$ cat config.mk
export PLATFORM = sky130hd
export DESIGN_NAME = rau_ctrl
export DESIGN_NICKNAME = d
export VERILOG_FILES = /design/src/design/rational_arithmetic_unit_assert.svh /design/src/design/rau_pkg.sv /design/src/design/rau_ctrl.sv
export SDC_FILE = /design/constraint.sdc
export NUM_CORES = 1
export LEC_CHECK = 0
export BUFFER_PORTS_ARGS = -buffer_cell sky130_fd_sc_hd__buf_4
export CAP_MARGIN = 10
export CELL_PAD_IN_SITES_DETAIL_PLACEMENT = 1
export CELL_PAD_IN_SITES_GLOBAL_PLACEMENT = 2
export CORE_UTILIZATION = 35
export CTS_CLUSTER_DIAMETER = 120
export DETAILED_ROUTE_END_ITERATION = 6
export GPL_ROUTABILITY_DRIVEN = 1
export PLACE_DENSITY = 0.81
export SETUP_SLACK_MARGIN = 0.02
export SLEW_MARGIN = 20
export SYNTH_ARGS = -nofsm -noshare
export SYNTH_HDL_FRONTEND = slang
export SYNTH_SLANG_ARGS = --single-unit
$ cat constraint.sdc
create_clock -name clk_i -period 4.3 [get_ports clk_i]
set_input_delay 0.645 -clock clk_i [delete_from_list [all_inputs] [get_ports clk_i]]
set_output_delay 0.645 -clock clk_i [all_outputs]
set_load 0.005 [all_outputs]
$ cat src/design/rational_arithmetic_unit_assert.svh
// ---------------------------------------------------------------------------
// Assertion macros for the rational arithmetic unit
// Concurrent property wrappers that compile away with NO_ASSERTIONS.
// ---------------------------------------------------------------------------
`ifndef RATIONAL_ARITHMETIC_UNIT_ASSERT_SVH
`define RATIONAL_ARITHMETIC_UNIT_ASSERT_SVH
`ifndef NO_ASSERTIONS
`define RAU_ASSERT(label, clk, rst_n, prop) \
  label: assert property (@(posedge clk) disable iff (!rst_n) prop) \
    else $error("assertion failed");
`define RAU_ASSERT_NEVER(label, clk, rst_n, expr) \
  label: assert property (@(posedge clk) disable iff (!rst_n) !(expr)) \
    else $error("forbidden condition");
`else
`define RAU_ASSERT(label, clk, rst_n, prop)
`define RAU_ASSERT_NEVER(label, clk, rst_n, expr)
`endif
`endif

$ cat src/design/rau_pkg.sv
// ---------------------------------------------------------------------------
// Rational arithmetic unit package
// Command codes, payload structs and controller/datapath interface types.
// ---------------------------------------------------------------------------
package rau_pkg;

  localparam int unsigned OperandWidth = 16;
  localparam int unsigned ResNumWidth  = 32;
  localparam int unsigned ResDenWidth  = 31;

  typedef enum logic [2:0] {
    CMD_ADD = 3'd0,
    CMD_SUB = 3'd1,
    CMD_MUL = 3'd2,
    CMD_DIV = 3'd3,
    CMD_CMP = 3'd4,
    CMD_NEG = 3'd5
  } cmd_e;

  // input request payload
  typedef struct packed {
    logic [2:0]                     command;
    logic signed [OperandWidth-1:0] first_numerator;
    logic [OperandWidth-2:0]        first_denominator;
    logic signed [OperandWidth-1:0] second_numerator;
    logic [OperandWidth-2:0]        second_denominator;
  } rau_req_t;

  // result payload
  typedef struct packed {
    logic signed [ResNumWidth-1:0] result_numerator;
    logic [ResDenWidth-1:0]        result_denominator;
    logic                          less_than;
    logic                          equal_to;
    logic                          greater_than;
    logic                          divide_error;
  } rau_res_t;

  // datapath operations issued by the controller
  typedef enum logic [2:0] {
    OP_NONE  = 3'd0,
    OP_LOAD  = 3'd1,  // capture request, form cross products
    OP_PREP  = 3'd2,  // form magnitudes / flags
    OP_GSTEP = 3'd3,  // one remainder bit of gcd
    OP_GSWAP = 3'd4,  // end of one gcd remainder
    OP_QINIT = 3'd5,  // start quotient divisions
    OP_QSTEP = 3'd6,  // one quotient bit
    OP_FIN   = 3'd7   // build result
  } op_e;

  typedef struct packed {
    op_e  op;
    logic qsel;       // 0 numerator, 1 denominator division
  } dp_cmd_t;

  typedef struct packed {
    logic direct;     // result ready after prep, no gcd
    logic gcd_done;   // remainder divisor is zero
  } dp_sts_t;

endpackage

$ cat src/design/rau_ctrl.sv
// ---------------------------------------------------------------------------
// Rational arithmetic controller
// Sequences load, gcd remainder loops, two quotient divisions and output.
// ---------------------------------------------------------------------------
module rau_ctrl import rau_pkg::*; #(
  parameter int unsigned OPERAND_WIDTH = OperandWidth
) (
  input  logic    clk_i,
  input  logic    rst_ni,
  input  logic    in_valid_i,
  output logic    in_ready_o,
  output logic    out_valid_o,
  input  logic    out_ready_i,
  output dp_cmd_t cmd_o,
  input  dp_sts_t sts_i
);

  localparam int unsigned MW = 2 * OPERAND_WIDTH + 1;
  localparam int unsigned CW = $clog2(MW + 2);

  typedef enum logic [2:0] {
    S_IDLE, S_PREP, S_CHK, S_GCD, S_QNUM, S_QDEN, S_OUT
  } state_e;

  state_e        state_q;
  logic [CW-1:0] cnt_q;
  logic          out_valid_q;

  assign in_ready_o  = (state_q == S_IDLE) && !out_valid_q;
  assign out_valid_o = out_valid_q;

  always_comb begin
    cmd_o = '{op: OP_NONE, qsel: 1'b0};
    case (state_q)
      S_IDLE: if (in_valid_i && !out_valid_q) cmd_o.op = OP_LOAD;
      S_PREP: cmd_o.op = OP_PREP;
      S_CHK: begin
        if (!sts_i.direct) cmd_o.op = sts_i.gcd_done ? OP_QINIT : OP_GSTEP;
      end
      S_GCD:  cmd_o.op = (cnt_q == CW'(MW + 1)) ? OP_GSWAP : OP_GSTEP;
      S_QNUM: begin
        cmd_o.op = (cnt_q == CW'(MW)) ? OP_QINIT : OP_QSTEP;
        cmd_o.qsel = (cnt_q == CW'(MW));
      end
      S_QDEN: begin
        cmd_o.op = OP_QSTEP; cmd_o.qsel = 1'b1;
      end
      default: cmd_o.op = OP_NONE;
    endcase
  end

  always_ff @(posedge clk_i or negedge rst_ni) begin
    if (!rst_ni) begin
      state_q <= S_IDLE;
      cnt_q <= '0;
      out_valid_q <= 1'b0;
    end else begin
      if (out_valid_q && out_ready_i) out_valid_q <= 1'b0;
      case (state_q)
        S_IDLE: if (in_valid_i && !out_valid_q) state_q <= S_PREP;
        S_PREP: state_q <= S_CHK;
        S_CHK: begin
          cnt_q <= '0;
          if (sts_i.direct) begin
            out_valid_q <= 1'b1; state_q <= S_IDLE;
          end else if (sts_i.gcd_done) state_q <= S_QNUM;
          else begin
            state_q <= S_GCD; cnt_q <= CW'(1);
          end
        end
        S_GCD: begin
          if (cnt_q == CW'(MW + 1)) begin
            cnt_q <= '0; state_q <= S_CHK;
          end else cnt_q <= cnt_q + CW'(1);
        end
        S_QNUM: begin
          if (cnt_q == CW'(MW)) begin
            cnt_q <= '0; state_q <= S_QDEN;
          end else cnt_q <= cnt_q + CW'(1);
        end
        S_QDEN: begin
          if (cnt_q == CW'(MW - 1)) begin
            cnt_q <= '0; state_q <= S_OUT;
          end else cnt_q <= cnt_q + CW'(1);
        end
        S_OUT: begin
          out_valid_q <= 1'b1; state_q <= S_IDLE;
        end
        default: state_q <= S_IDLE;
      endcase
    end
  end

endmodule

==> results of run 1 <==
-- cells by family after synthesis --
| group | after synthesis | synth area share (%) |
|---|---|---|
| simple gates | 33 | 23.61 |
| mux | 2 | 2.694 |
| xor+xnor | 1 | 1.110 |
| flops | 10 | 31.70 |
| buf+inv | 12 | 8.239 |
| fa+ha+maj | 4 | 6.339 |
| compound gates | 30 | 26.31 |
-- state kept, by name, summed over array words and instances (netlist names) --
register     cells
state_q          3
cnt_q            6
out_valid_o      1
-- layout make-up --
cell class	count	area share [%]
clock buffers	4	4.050
multi-input cells	70	52.93
repair buffers	11	9.218
flip-flops and latches	10	27.93
well taps	27	3.771
inverters	5	2.095
-- Yosys cell counts, types with 2 or more instances --
library cell	count	area, um^2
buf_6	2	22.52
o21ai_0	2	10.01
ha_1	4	50.05
nand4_1	2	12.51
a22oi_1	4	30.03
a211oi_1	2	15.01
inv_1	4	15.01
nand2b_1	2	12.51
a21oi_1	6	30.03
dfrtp_1	10	250.2
o22ai_1	2	12.51
nor2_1	7	26.28
o221ai_1	2	17.52
buf_2	4	20.02
nor2b_1	4	25.02
nand2_1	10	37.54
o21ai_1	3	15.01
-- layout by cell type (no fill, tap or decap), types with 2 or more instances in the layout --
cell / instances
o21ai_0: 2
nor2_1: 7
nand2b_1: 2
o22ai_1: 2
a22oi_1: 4
nand4_1: 2
nand2_1: 10
a211oi_1: 2
nor2b_1: 4
inv_1: 4
o21ai_1: 3
dfrtp_1: 10
buf_4: 11
a21oi_1: 6
ha_1: 4
o221ai_1: 2
clkbuf_4: 3
-- through the flow --
| stage | worst slack, ns | cell area [um^2] | util, % |
|---|---|---|---|
| 4_1_cts | 1.809 | 895.9 | 43.87 |
| 3_3_place_gp | 2.160 | 859.6 | 42.10 |
| 3_5_place_dp | 2.122 | 859.6 | 42.10 |
| 6_report | 1.836 | 895.9 | 43.87 |
| 5_1_grt | 1.679 | 895.9 | 43.87 |
| 2_1_floorplan | 2.406 | 789.5 | - |
-- where the power goes --
group	total (mW)	switching, mW	leakage (nW)	internal, mW
clock	0.0901	0.0387	0.0210	0.0514
sequential	0.211	0.0891	0.133	0.122
combinational	0.279	0.136	0.235	0.144
-- metal layers --
layer / global-route usage (%) / vias up / routed length, um
met4: 5.714 / 0 / 10
met1: 25.24 / 363 / 969
met2: 29.68 / 6 / 1005
met5: 0 / - / 0
li1: - / 349 / -
met3: 2.778 / 2 / 40
-- critical path, stage by stage, from the launching register on --
cell	delay, ns
dfrtp_1	0.49
nor4b_4	0.44
nand2_1	0.18
nand2_1	0.13
o221ai_1	0.13
buf_4	0.17
-- path summary, 6_finish.rpt --
check	endpoint	slack [ns]
min in group clk_i	cnt_q[5]	0.56
min	cnt_q[4]	0.19
max	cmd_o[2]	1.84
min reg2reg	cnt_q[5]	0.56
max in group asynchronous	cnt_q[5]	3.96
max reg2reg	cnt_q[2]	2.60
==> results.sh, run 1 <==
export IMPL_fmax_mhz=405.8
export IMPL_die_h_um=49.50
export IMPL_die_area_um2=2450
export IMPL_outcome="complete, no violations"
export IMPL_drtIter0Drc=7
export IMPL_fin_tns_setup_ns=0
export IMPL_endpoint_kind="output pin"
export IMPL_cts_sinks=10
export IMPL_drive_gt1_share_pct=22.00
export IMPL_fin_skew_ns=0.003037
export IMPL_critical_path_class="flop to output pin"
export IMPL_holdWs_ns=0.1904
export IMPL_final_period_utilization_pct=57.31
export IMPL_htreeDepth=1
export IMPL_die_w_um=49.50
export IMPL_holdCritPathClass="input port to asynchronous set/reset pin"
export IMPL_path_max_fanout=8
export IMPL_fillers=254
export IMPL_cts_tree="yes"
export IMPL_critPathRequiredTime_ns=3.65
export IMPL_cts_path_max_buffers=2
export IMPL_avgSynthCellArea_um2=8.582
export IMPL_gr_total_overflow=0
export IMPL_peakVddDrop_mv=0.3614
export IMPL_drt_pre_antenna_iters=4
export IMPL_place_inst=123
export IMPL_track_usage_pct=18.43
export IMPL_hpwl_um=1551
export IMPL_powerDensity_nw_per_um2=648.1
export IMPL_ant_nets=0
export IMPL_std_cell_rows=16
export IMPL_worstMarginPinSlew_ns=0.5552
export IMPL_syn_to_final_growth_pct=13.47
export IMPL_setup_viol=0
export IMPL_yosysUniqueCellTypes=39
export IMPL_r2r_start="cnt_q[0]"
export IMPL_antenna_found_initial=0
export IMPL_finalHoldViolCount=0
export IMPL_cap_viol_max_count=0
export IMPL_clkTransAtPathRegs_ns=0.08
export IMPL_grt_pass1_vias=719
export IMPL_cts_root_buf="clkbuf_4"
export IMPL_ios=12
export IMPL_post_cts_resized=0
export IMPL_start_kind="flop"
export IMPL_ys_flop_type="dfrtp_1"
export IMPL_netlist_instances=92
export IMPL_grt_pass1_wl_um=3408
export IMPL_io_buffer_count=11
export IMPL_p_leak_nw=0.3897
export IMPL_synth_seq_area_share_pct=31.70
export IMPL_routed_wl_um=2026
export IMPL_layout_nets=111
export IMPL_drc=0
export IMPL_gp_congestion=0.7472
export IMPL_synthArstFlopShare_pct=100.0
export IMPL_final_cell_count_no_fill=127
export IMPL_slew_headroom_pct=62.99
export IMPL_power_mw=0.5806
export IMPL_cts_inserted_buffers=3
export IMPL_crit_start="cnt_q[3]"
export IMPL_syn_nets=102
export IMPL_via_per_inst=5.669
export IMPL_n_antenna_cell=0
export IMPL_initial_core_util_pct=38.66
export IMPL_grt_max_degree=22
export IMPL_period_minus_slack_ns=2.464
export IMPL_hold_buffers=0
export IMPL_synth_edf_count=0
export IMPL_core_area_um2=2042
export IMPL_slew_viol_final=0
export IMPL_rsz0062_at_grt="false"
export IMPL_vias=720
export IMPL_post_cts_buffers=0
export IMPL_clk_latency_ns=0.27
export IMPL_multi_input_area_um2=474.2
export IMPL_regArea_um2=250.2
export IMPL_wl_per_cell_um=15.95
export IMPL_synth_seq_cells=10
export IMPL_syn_area_um2=789.5
export IMPL_yosys_warnings=0
export IMPL_cp_data_arrival_time_ns=1.82
export IMPL_worstRegToRegCells=6
(Power assumes the default switching activity.)
==> inputs of run 2 (changes only) <==
Settings changed: CORE_UTILIZATION 35 to 32, PLACE_DENSITY 0.81 to 0.75.
Clock period 4.3 ns to 2.5 ns, I/O delays scaled along.
==> run 2 against run 1 <==
Critical endpoint is now cmd_o[3]. Non-clock buffer count is 3 higher. Critical path depth is 1 lower. Register-to-register slack worse by 1.8 ns. Total power is 74% higher. Via count is 1.9% lower. Worst hold slack better by 0.087 ns. First-iteration DRC count is 29% lower. Utilization is 3.4 points lower. Combinational power is 86% higher. Setup slack worse by 1.5 ns.
==> results.sh, run 2 (synthesis gave the netlist of run 1 again) <==
export IMPL_syn_to_final_growth_pct=16.80
export IMPL_post_cts_resized=0
export IMPL_min_from="out_ready_i"
export IMPL_final_period_utilization_pct=87.41
export IMPL_endpoint_kind="output pin"
export IMPL_hold_buffers=1
export IMPL_peakVddDrop_mv=0.5771
export IMPL_n_antenna_cell=0
export IMPL_ios=12
export IMPL_fin_util_pct=40.52
export IMPL_powerDensity_nw_per_um2=1098
export IMPL_cts_sinks=10
export IMPL_layout_nets=114
export IMPL_routed_wl_um=2019
export IMPL_comb_power_share_pct=51.3
export IMPL_fin_tns_setup_ns=0
export IMPL_start_kind="flop"
export IMPL_worstRegToRegCells=6
export IMPL_vias=706
export IMPL_internal_power_mw=0.5593
export IMPL_switching_share_pct=44.78
export IMPL_top_register="cnt_q"
export IMPL_critPathRequiredTime_ns=2.12
export IMPL_path_max_fanout=21
export IMPL_power_frac_seq_pct=33.0
export IMPL_die_w_um=51.67
export IMPL_post_cts_buffers=0
export IMPL_drtIter0Drc=5
export IMPL_drive_gt1_share_pct=23.30
export IMPL_final_cell_mix="buf_4, nand2_1, dfrtp_1"
export IMPL_rr_endpoint="cnt_q[2]"
export IMPL_period_minus_slack_ns=2.185
export IMPL_finalHoldViolCount=0
export IMPL_fmax_mhz=457.6
export IMPL_r2r_slack_ns=0.78
export IMPL_grt_max_degree=22
export IMPL_switchingPower_mw=0.4535
export IMPL_track_usage_pct=19.51
export IMPL_wl_per_cell_um=15.41
export IMPL_drt_pre_antenna_iters=4
export IMPL_ant_nets=0
export IMPL_critical_path_class="flop to output pin"
export IMPL_largest_reg_flops=6
export IMPL_initial_core_util_pct=34.69
export IMPL_htreeDepth=1
export IMPL_clkTransAtPathRegs_ns=0.08
export IMPL_slew_headroom_pct=59.85
export IMPL_cts_path_max_buffers=2
export IMPL_cp_data_arrival_time_ns=1.81
export IMPL_die_h_um=51.67
export IMPL_hpwl_um=1512
export IMPL_fin_skew_ns=0.004989
export IMPL_core_area_um2=2276
export IMPL_die_area_um2=2670
export IMPL_r2r_start="cnt_q[0]"
export IMPL_grt_pass1_wl_um=3670
export IMPL_cts_tree="yes"
export IMPL_drc=0
export IMPL_holdCritPathClass="input port to flop"
export IMPL_std_cell_rows=17
export IMPL_cap_viol_max_count=0
export IMPL_gr_total_overflow=0
export IMPL_whs_endpoint="out_valid_o"
export IMPL_clockPowerShare_pct=15.7
export IMPL_antenna_found_initial=0
export IMPL_outcome="complete, no violations"
export IMPL_layout_commonest_cell="buf_4"
export IMPL_whs_path_depth=2
export IMPL_clk_latency_ns=0.28
export IMPL_via_per_inst=5.389
export IMPL_gp_congestion=0.6971
export IMPL_grt_pass1_vias=784
export IMPL_io_buffer_count=11
export IMPL_setup_viol=0
export IMPL_slew_viol_final=0
export IMPL_cts_root_buf="clkbuf_4"
export IMPL_rsz0062_at_grt="false"
export IMPL_worstMarginPinSlew_ns=0.6022
export IMPL_p_leak_nw=0.4042
export IMPL_cts_inserted_buffers=3
run 2: cell count changes in the layout (fill, tap and decap cells not counted), sizes merged:
cell         before  now
buf              11   13
dlygate4sd3       0    1
run 2: cell type report:
cell class	instances	area, um^2
Clock buffer	4	36.28
Inverter	5	18.77
Tap cell	28	35.03
Multi-Input combinational cell	70	474.2
Sequential cell	10	250.2
Fill cell	279	1354
Timing Repair Buffer	14	107.6
run 2: worst max-delay path by stage:
stage | from | to | slack (ns)
after floorplan | cnt_q[3] | cmd_o[1] | 0.88
after global routing | cnt_q[3] | cmd_o[2] | 0.15
final | state_q[2] | cmd_o[3] | 0.31
after CTS | cnt_q[3] | cmd_o[1] | 0.30
after detailed placement | cnt_q[3] | cmd_o[2] | 0.63
after global placement | cnt_q[3] | cmd_o[2] | 0.64
run 2: metrics by stage:
step	hold slack, ns	cell area, um^2	std cells	power [mW]	setup slack [ns]
after floorplan	0.07941	789.5	92	0.6874	0.8757
after global placement	0.2166	875.8	126	0.8512	0.6407
after detailed placement	0.2178	875.8	126	0.8626	0.6261
after CTS	0.2677	922.1	131	1.030	0.2980
after global routing	0.2909	922.1	131	1.118	0.1507
final	0.2771	922.1	131	1.013	0.3147
run 2: worst max-delay path, stage by stage, from the launching register on:
cell,delay [ns]
dfrtp_1,0.73
nor2b_1,0.21
a41o_1,0.30
o21bai_1,0.15
buf_4,0.13
run 2: power by group through the flow:
stage	registers (mW)	clock network (mW)	logic [mW]
final	0.334	0.159	0.520
after global routing	0.351	0.169	0.597
after CTS	0.334	0.166	0.530
after detailed placement	0.337	0	0.526
after global placement	0.335	0	0.516
after floorplan	0.252	0	0.435
run 2: layer usage:
layer  routed length [um]  GRT usage [%]  vias up
met5                    0              0        -
met4                   25          6.757        0
met2                  986          31.39        9
li1                     -              -      357
met3                   62          5.263        4
met1                  945          24.91      336
==> inputs of run 3 (changes only) <==
--- a/constraint.sdc
+++ b/constraint.sdc
@@ -3,2 +3,2 @@
 set_output_delay 0.375 -clock clk_i [all_outputs]
-set_load 0.005 [all_outputs]
+set_load 0.1 [all_outputs]
==> run 3 against run 2 <==
Fmax fell by 6.4%. Cell count rose by 0.76%. Register-to-register slack got worse by 0.06 ns. Worst hold slack improved by 0.0026 ns. Die area did not move. Clock skew fell by 0.0018 ns. Critical path depth rose by 1. Global-route usage fell by 2.0 points.
==> results.sh, run 3 (synthesis gave the netlist of run 1 again) <==
export IMPL_outcome="complete, no violations"
export IMPL_initial_core_util_pct=34.69
export IMPL_die_w_um=51.67
export IMPL_std_cell_rows=17
export IMPL_gr_total_overflow=0
export IMPL_post_cts_buffers=0
export IMPL_drt_pre_antenna_iters=4
export IMPL_grt_pass1_wl_um=3401
export IMPL_cts_sinks=10
export IMPL_final_cell_mix="buf_4, nand2_1, dfrtp_1"
export IMPL_path_max_fanout=8
export IMPL_final_period_utilization_pct=93.36
export IMPL_slew_headroom_pct=68.45
export IMPL_period_minus_slack_ns=2.334
export IMPL_wl_per_cell_um=15.36
export IMPL_drtIter0Drc=10
export IMPL_antenna_found_initial=0
export IMPL_start_kind="flop"
export IMPL_cts_path_max_buffers=2
export IMPL_layout_nets=115
export IMPL_endpoint_kind="output pin"
export IMPL_clk_latency_ns=0.27
export IMPL_fin_tns_setup_ns=0
export IMPL_cts_tree="yes"
export IMPL_syn_to_final_growth_pct=21.39
export IMPL_slew_viol_final=0
export IMPL_routed_wl_um=2028
export IMPL_post_cts_resized=0
export IMPL_io_buffer_count=11
export IMPL_cp_data_arrival_time_ns=1.96
export IMPL_critPathRequiredTime_ns=2.12
export IMPL_fmax_mhz=428.5
export IMPL_worstRegToRegCells=6
export IMPL_whs_path_depth=2
export IMPL_crit_start="cnt_q[3]"
export IMPL_n_antenna_cell=0
export IMPL_cap_viol_max_count=0
export IMPL_cts_root_buf="clkbuf_4"
export IMPL_largest_reg_flops=6
export IMPL_hold_buffers=1
export IMPL_ios=12
export IMPL_fin_skew_ns=0.003156
export IMPL_drc=0
export IMPL_track_usage_pct=17.47
export IMPL_grt_max_degree=17
export IMPL_ant_nets=0
export IMPL_min_from="out_ready_i"
export IMPL_critical_path_class="flop to output pin"
export IMPL_vias=716
export IMPL_gp_congestion=0.7396
export IMPL_drive_gt1_share_pct=27.88
export IMPL_setup_viol=0
export IMPL_top_register="cnt_q"
export IMPL_die_h_um=51.67
export IMPL_core_area_um2=2276
export IMPL_worstMarginPinSlew_ns=0.4733
export IMPL_cts_inserted_buffers=3
export IMPL_via_per_inst=5.424
export IMPL_grt_pass1_vias=679
export IMPL_layout_commonest_cell="buf_4"
export IMPL_clkTransAtPathRegs_ns=0.08
export IMPL_die_area_um2=2670
export IMPL_finalHoldViolCount=0
export IMPL_hpwl_um=1530
export IMPL_htreeDepth=1
export IMPL_rsz0062_at_grt="false"
export IMPL_fillers=276
export IMPL_holdCritPathClass="input port to flop"
export IMPL_r2r_start="cnt_q[0]"
[run 3: worst paths after layout]
check,end,slack (ns)
worst max-delay path,cmd_o[1],0.17
worst max register to register,cnt_q[2],0.72
worst min-delay path,out_valid_o,0.28
worst min register to register,cnt_q[5],0.56
min in group asynchronous,out_valid_o,0.48
max in group asynchronous,cnt_q[5],1.87
[run 3: worst max-delay path, cell delays in order (launching register included)]
cell and delay (ns):
dfrtp_1 0.48, nor4b_4 0.44, nand2_2 0.13, o22a_1 0.22, o22ai_2 0.11, buf_4 0.31
[run 3: per-stage QoR]
step	std cells	hold slack [ns]	area (um^2)	setup WS [ns]	utilization [%]
3_5_place_dp	127	0.2197	912.1	0.4648	40.08
3_3_place_gp	127	0.2202	912.1	0.5067	40.08
4_1_cts	132	0.2816	958.4	0.1631	42.11
2_1_floorplan	92	0.07941	818.3	0.02135	-
6_report	132	0.2797	958.4	0.1661	42.11
5_1_grt	132	0.3036	958.4	0.05366	42.11
[run 3: per-layer routing]
layer / part of all wire, % / wire length, um / global-route usage, %
met1: 53 / 1066 / 25.09
met2: 44 / 884 / 25.97
met3: 3.2 / 65 / 3.509
met4: 0.59 / 12 / 5.405
met5: 0 / 0 / 0
[run 3: layout make-up]
type | count | area [um^2] | share of cell area [%]
flip-flops and latches | 10 | 250.2 | 26.11
clock buffers | 4 | 36.28 | 3.786
repair buffers | 15 | 115.1 | 12.01
multi-input cells | 70 | 503.0 | 52.48
well taps | 28 | 35.03 | 3.655
inverters | 5 | 18.77 | 1.958
Power of run 3 is not shown: default switching activity piles up to over one toggle a cycle in this logic, so the estimate is an artifact.
